===== config.mk =====
export PLATFORM = sky130hd
export DESIGN_NAME = tpc_cfg_regs
export DESIGN_NICKNAME = d
export VERILOG_FILES = /design/src/sv/tpc_pkg.sv /design/src/sv/tpc_cfg_regs.sv
export SDC_FILE = /design/constraint.sdc
export NUM_CORES = 1
export LEC_CHECK = 0
export BUFFER_PORTS_ARGS = -buffer_cell sky130_fd_sc_hd__clkbuf_2
export CAP_MARGIN = 25
export CORE_ASPECT_RATIO = 0.6
export CORE_MARGIN = 1.5
export CORE_UTILIZATION = 51
export DETAILED_ROUTE_END_ITERATION = 7
export PLACE_DENSITY = 0.83
export SETUP_SLACK_MARGIN = 0.15
export SLEW_MARGIN = 20
export SYNTH_ARGS = -nofsm -noshare
export SYNTH_HDL_FRONTEND = slang
export SYNTH_SLANG_ARGS = --single-unit
export TNS_END_PERCENT = 30

===== constraint.sdc =====
create_clock -name clk -period 1.7 [get_ports clk]
set_input_delay 0.17 -clock clk [delete_from_list [all_inputs] [get_ports clk]]
set_output_delay 0.17 -clock clk [all_outputs]
set_load 0.005 [all_outputs]

===== src/sv/tpc_pkg.sv =====
// Package: widths, register codes, reset values and shared types for the three-axis PID
`default_nettype none
package tpc_pkg;

  localparam int RATE_BITS  = 24;
  localparam int GAIN_W     = 24;
  localparam int LIMIT_W    = 11;
  localparam int DRIVE_W    = 20;
  localparam int FRAC_SHIFT = 16;
  localparam int ROUND_HALF = 32768;
  localparam int LIM_FRAC   = 8;
  localparam int NUM_AXES   = 3;

  localparam int ERR_W      = RATE_BITS + 1;
  localparam int DIFF_W     = RATE_BITS + 2;
  localparam int PROD_I_W   = GAIN_W + 1 + ERR_W;
  localparam int PROD_P_W   = GAIN_W + 1 + ERR_W;
  localparam int PROD_D_W   = GAIN_W + 1 + DIFF_W;
  localparam int IR_SUM_W   = PROD_I_W + 1;
  localparam int PD_SUM_W   = PROD_D_W + 1;
  localparam int IR_W       = IR_SUM_W - FRAC_SHIFT;
  localparam int PDR_W      = PD_SUM_W - FRAC_SHIFT;
  localparam int INTEG_W    = LIMIT_W + LIM_FRAC + 1;
  localparam int INT_SUM_W  = IR_W + 1;
  localparam int OUT_SUM_W  = PDR_W + 1;

  localparam int CFG_IDX_W  = 3;
  localparam int CFG_DATA_W = GAIN_W;

  typedef enum logic [CFG_IDX_W-1:0] {
    REG_P_GAIN_RP = 3'd0,
    REG_I_GAIN_RP = 3'd1,
    REG_D_GAIN_RP = 3'd2,
    REG_LIMIT_RP  = 3'd3,
    REG_P_GAIN_Y  = 3'd4,
    REG_I_GAIN_Y  = 3'd5,
    REG_D_GAIN_Y  = 3'd6,
    REG_LIMIT_Y   = 3'd7
  } cfg_reg_e;

  localparam logic [GAIN_W-1:0]  RST_P_GAIN_RP = GAIN_W'(91750);
  localparam logic [GAIN_W-1:0]  RST_I_GAIN_RP = GAIN_W'(3277);
  localparam logic [GAIN_W-1:0]  RST_D_GAIN_RP = GAIN_W'(983040);
  localparam logic [LIMIT_W-1:0] RST_LIMIT_RP  = LIMIT_W'(400);
  localparam logic [GAIN_W-1:0]  RST_P_GAIN_Y  = GAIN_W'(262144);
  localparam logic [GAIN_W-1:0]  RST_I_GAIN_Y  = GAIN_W'(1311);
  localparam logic [GAIN_W-1:0]  RST_D_GAIN_Y  = GAIN_W'(0);
  localparam logic [LIMIT_W-1:0] RST_LIMIT_Y   = LIMIT_W'(400);

  typedef struct packed {
    logic [GAIN_W-1:0]  p_gain;
    logic [GAIN_W-1:0]  i_gain;
    logic [GAIN_W-1:0]  d_gain;
    logic [LIMIT_W-1:0] limit;
  } gain_set_t;

  typedef struct packed {
    gain_set_t rp;
    gain_set_t yaw;
  } tpc_cfg_t;

  typedef struct packed {
    logic adv1;
    logic adv2;
    logic adv3;
    logic restart1;
    logic restart3;
  } tpc_ctrl_t;

endpackage
`default_nettype wire


===== src/sv/tpc_cfg_regs.sv =====
// Configuration register file: gain sets and limits, written by index
`default_nettype none
module tpc_cfg_regs
  import tpc_pkg::*;
(
  input  wire logic                  clk,
  input  wire logic                  rst_n,
  input  wire logic                  cfg_we,
  input  wire logic [CFG_IDX_W-1:0]  cfg_idx,
  input  wire logic [CFG_DATA_W-1:0] cfg_data,
  output tpc_cfg_t                   cfg
);

  tpc_cfg_t cfg_r;
  tpc_cfg_t cfg_nxt;

  always_comb begin
    cfg_nxt = cfg_r;
    if (cfg_we) begin
      case (cfg_reg_e'(cfg_idx))
        REG_P_GAIN_RP: cfg_nxt.rp.p_gain  = cfg_data[GAIN_W-1:0];
        REG_I_GAIN_RP: cfg_nxt.rp.i_gain  = cfg_data[GAIN_W-1:0];
        REG_D_GAIN_RP: cfg_nxt.rp.d_gain  = cfg_data[GAIN_W-1:0];
        REG_LIMIT_RP:  cfg_nxt.rp.limit   = cfg_data[LIMIT_W-1:0];
        REG_P_GAIN_Y:  cfg_nxt.yaw.p_gain = cfg_data[GAIN_W-1:0];
        REG_I_GAIN_Y:  cfg_nxt.yaw.i_gain = cfg_data[GAIN_W-1:0];
        REG_D_GAIN_Y:  cfg_nxt.yaw.d_gain = cfg_data[GAIN_W-1:0];
        REG_LIMIT_Y:   cfg_nxt.yaw.limit  = cfg_data[LIMIT_W-1:0];
        default: ;
      endcase
    end
  end

  always_ff @(posedge clk) begin
    if (!rst_n) begin
      cfg_r.rp.p_gain  <= RST_P_GAIN_RP;
      cfg_r.rp.i_gain  <= RST_I_GAIN_RP;
      cfg_r.rp.d_gain  <= RST_D_GAIN_RP;
      cfg_r.rp.limit   <= RST_LIMIT_RP;
      cfg_r.yaw.p_gain <= RST_P_GAIN_Y;
      cfg_r.yaw.i_gain <= RST_I_GAIN_Y;
      cfg_r.yaw.d_gain <= RST_D_GAIN_Y;
      cfg_r.yaw.limit  <= RST_LIMIT_Y;
    end else begin
      cfg_r <= cfg_nxt;
    end
  end

  assign cfg = cfg_r;

endmodule
`default_nettype wire


; ---- After elaboration in Yosys (flattened, before gate mapping)
; Index checks and enable logic that the tools add are counted.
; Widths: inputs -> output; s select.
[totals]
regBits = 166
output_inout_bits = 166
wordCells = 24
[classes]
n_eq_ne = 7
n_reduce_logical = 9
[op_table]
columns = op, count
row1 = $reduce_and 2->1, 8
row2 = $eq 3x3->1 const B, 4
row3 = $eq 3x2->1 const B, 2
row4 = $eq 3x1->1 const B, 1
row5 = $logic_not 3->1, 1

; ---- Logic depth before layout (Yosys ltp)
[depth]
depth_word = 2
mapped_depth = 5
depth_no_buf = 2

; ---- Worst setup path before layout
; OpenSTA, ideal clock, no wires.
[synth_path]
path_kind = input to register
startpoint = in cfg_idx[1]
endpoint = reg cfg_r (netlist bit cfg[162])
t_arrival_ns = 1.206
required_time_ns = 1.577
slack_ns = 0.371
cell_stages = 5
path_buffers = 3
path_cell_list = buf_2 -> or4b_1 -> buf_2 -> buf_8 -> mux2i_1
[synth_via]
elab_chain_cells = 2
[synth_rtl]
columns = item, line_no
row1 = from (decl), tpc_cfg_regs.sv:9  ; input wire logic [CFG_IDX_W-1:0] cfg_idx,
row2 = $logic_not 3->1, tpc_cfg_regs.sv:20  ; case (cfg_reg_e'(cfg_idx))
row3 = $reduce_and 2->1 (no line), --
row4 = to (signal assigned), tpc_cfg_regs.sv:45  ; cfg_r <= cfg_nxt;
row5 = to (decl), tpc_cfg_regs.sv:14  ; tpc_cfg_t cfg_r;
; Every way passes these cells.
; A chain may end at the register's enable or synchronous reset.

; ---- Final worst setup path
[layout_path]
startpoint = reg cfg_r (netlist bit cfg[77])
endpoint = out cfg[77] in the netlist's numbering
[layout_rtl]
columns = item, line_no
row1 = to (decl), tpc_cfg_regs.sv:11  ; output tpc_cfg_t cfg
; No word-level cell between the ends.

==> flow_metrics.tcl <==
set metrics [dict create \
    holdWs_ps 35.8 \
    synthFlopType "dfxtp_1" \
    maxSlewViolCount 0 \
    dp_hpwl_mm 12.1 \
    fin_cells 960 \
    reg2reg_from "cfg[77]" \
    overflow 0 \
    fp-row-count 31 \
    initial_core_util 0.519 \
    setup_viol 0 \
    power_density_mw_per_mm2 1060 \
    fin_nets 813 \
    synthTopCellsByArea "dfxtp_1 53%, mux2i_1 27%, nand2_1 9.4%" \
    synth_edf_count 0 \
    route.vias.total 4859 \
    die_width_um 146 \
    wl_per_cell_um 17.5 \
    drtPass1Iterations 5 \
    worst_pin_slew_ps 516 \
    drt_iter0_drc 242 \
    drt_wl_total_mm 16.8 \
    die_y_um 88.6 \
    clk_latency_ps 410 \
    ctsHoldBuffers 0 \
    critical_path.top_delay_family "flip-flops" \
    hold_path_startpoint "cfg_data[19]" \
    tns_ps 0 \
    yosysTopAreaCell "dfxtp_1" \
    yosysUniqueCellTypes 17 \
    finalPower_uw 8480 \
    io_pins 196 \
    area_growth_syn_to_layout_pct 29.1 \
    cp.required_ps 1530 \
    drc 0 \
    hold_path_class "in2reg" \
    clk_path_buf_depth 2 \
    pre_cts_slack_ps 259 \
    clock.fmax_ghz 0.892 \
    maxSlewHeadroom 0.655 \
    arrival_ps 950 \
    startpoint "cfg[77]" \
    clock_sinks 166 \
    htreeDepth 4 \
    dieArea_mm2 0.0129 \
    tritoncts "yes" \
    grt_pass1_vias 4827 \
    cts_setup_buffers 0 \
    ctsResizeCount 0 \
    core-area_mm2 0.0120 \
    worst-path-buf-inv 1 \
    drive_above_1_share 0.312 \
    ys_seq_elements 166 \
    synthDominantCellAreaShare 0.534 \
    rsz0062_at_grt "no" \
    grt_pass1_wl_mm 26.0 \
    crit_type "reg2out" \
    fin_crit_sh 0.659 \
    ant_nets 0 \
    synthArstFlopShare 0 \
    numCtsBuffers 17 \
    crit_path_cell_trace "clkbuf_2" \
    via_per_inst 5.06 \
    drv_cap 0 \
    numPortBuffers 195 \
    syn_inst 598 \
    vdd_drop_max_v 0.000642 \
    largest_reg_flops 166 \
    finalClockSkew_ps 0 \
    worst_setup_path_end_kind "output port" \
    cp_slowest_cell "dfxtp_1" \
    postSynthNetCount 628 \
    n_antenna_cell 0 \
    path_clk_slew_ps 60 \
    yosysWarningCount 0 \
    seq_area_frac_synth 0.534 \
    outcome "finished clean" \
    track_usage 0.265 \
    synth_area_per_cell_um2 10.4 \
    ys_top_cells_by_count "166 x dfxtp_1, 166 x mux2i_1, 156 x nand2_1" \
    postLayoutSetupSlackWorst_ps 580 \
    placedCellCount 929 \
    gp_congestion 0.798 \
    min_period_ps 1120 \
    final.fill_count 929 \
    grt_antenna_before_repair 0 \
    finalHoldViolCount 0 \
    cpPeakStageDelay_ps 400 \
    cts_root_buf "clkbuf_16" \
    start_kind "register" \
    crit_path_max_fanout 2 \
    synth.cell_area_mm2 0.00623 \
    rrSetupSlack_ps 1030 \
    grt_max_degree 53 \
    cellLeakagePower_uw 0.00403 \
]
[cell families (layout without fill, tap and decap cells)]
| logic type | count (synthesis) | in the layout | share of synthesized area |
|---|---|---|---|
| muxes | 166 | 166 | 0.267 |
| and+or+nand+nor | 219 | 219 | 0.163 |
| buffers and inverters | 47 | 244 | 0.0364 |
| DFF | 166 | 166 | 0.534 |
[layer usage]
metal	global-route usage	wire length (µm)	vias to the layer above
met3	0.0840	1140	17
li1	-	-	2350
met2	0.410	7370	156
met4	0.0816	162	0
met1	0.358	8120	2336
met5	0	0	-
[per-stage QoR]
step | utilization | instance area, µm²
2_1_floorplan | - | 6230
4_1_cts | 0.670 | 8040
3_5_place_dp | 0.621 | 7440
5_1_grt | 0.670 | 8040
6_report | 0.670 | 8040
3_3_place_gp | 0.621 | 7440
[worst paths after layout]
kind,endpoint,cells past startpoint
worst max-delay path,cfg[77],1
worst min-delay path,cfg[113],3
worst max register to register,cfg[77],2
worst min register to register,cfg[116],2
[power by group]
| group | switching, µW | leakage (µW) | internal (µW) |
|---|---|---|---|
| logic | 324 | 0.00240 | 228 |
| clock network | 1640 | 0.000285 | 2260 |
| registers | 50.6 | 0.00134 | 3980 |
[cell usage in the layout (no fill, tap or decap), types with 2 or more instances in the layout]
cell and instances:
buf_12 6, nand2_1 156, nand4b_1 3, clkbuf_2 194, bufinv_16 2, clkinvlp_4 3, mux2i_1 166, nor4bb_4 2
nor2b_1 52, clkbuf_16 17, buf_4 12, inv_6 4, dfxtp_1 166, clkbuf_8 2
[final cells by class]
cell class,count,area [µm²],area share
Timing Repair Buffer,213,1190,0.148
Multi-Input combinational cell,385,2720,0.338
Sequential cell,166,3320,0.414
Clock inverter,12,143,0.0178
Clock buffer,19,453,0.0564
Tap cell,165,206,0.0257
Power figures use the tool's default switching activity.
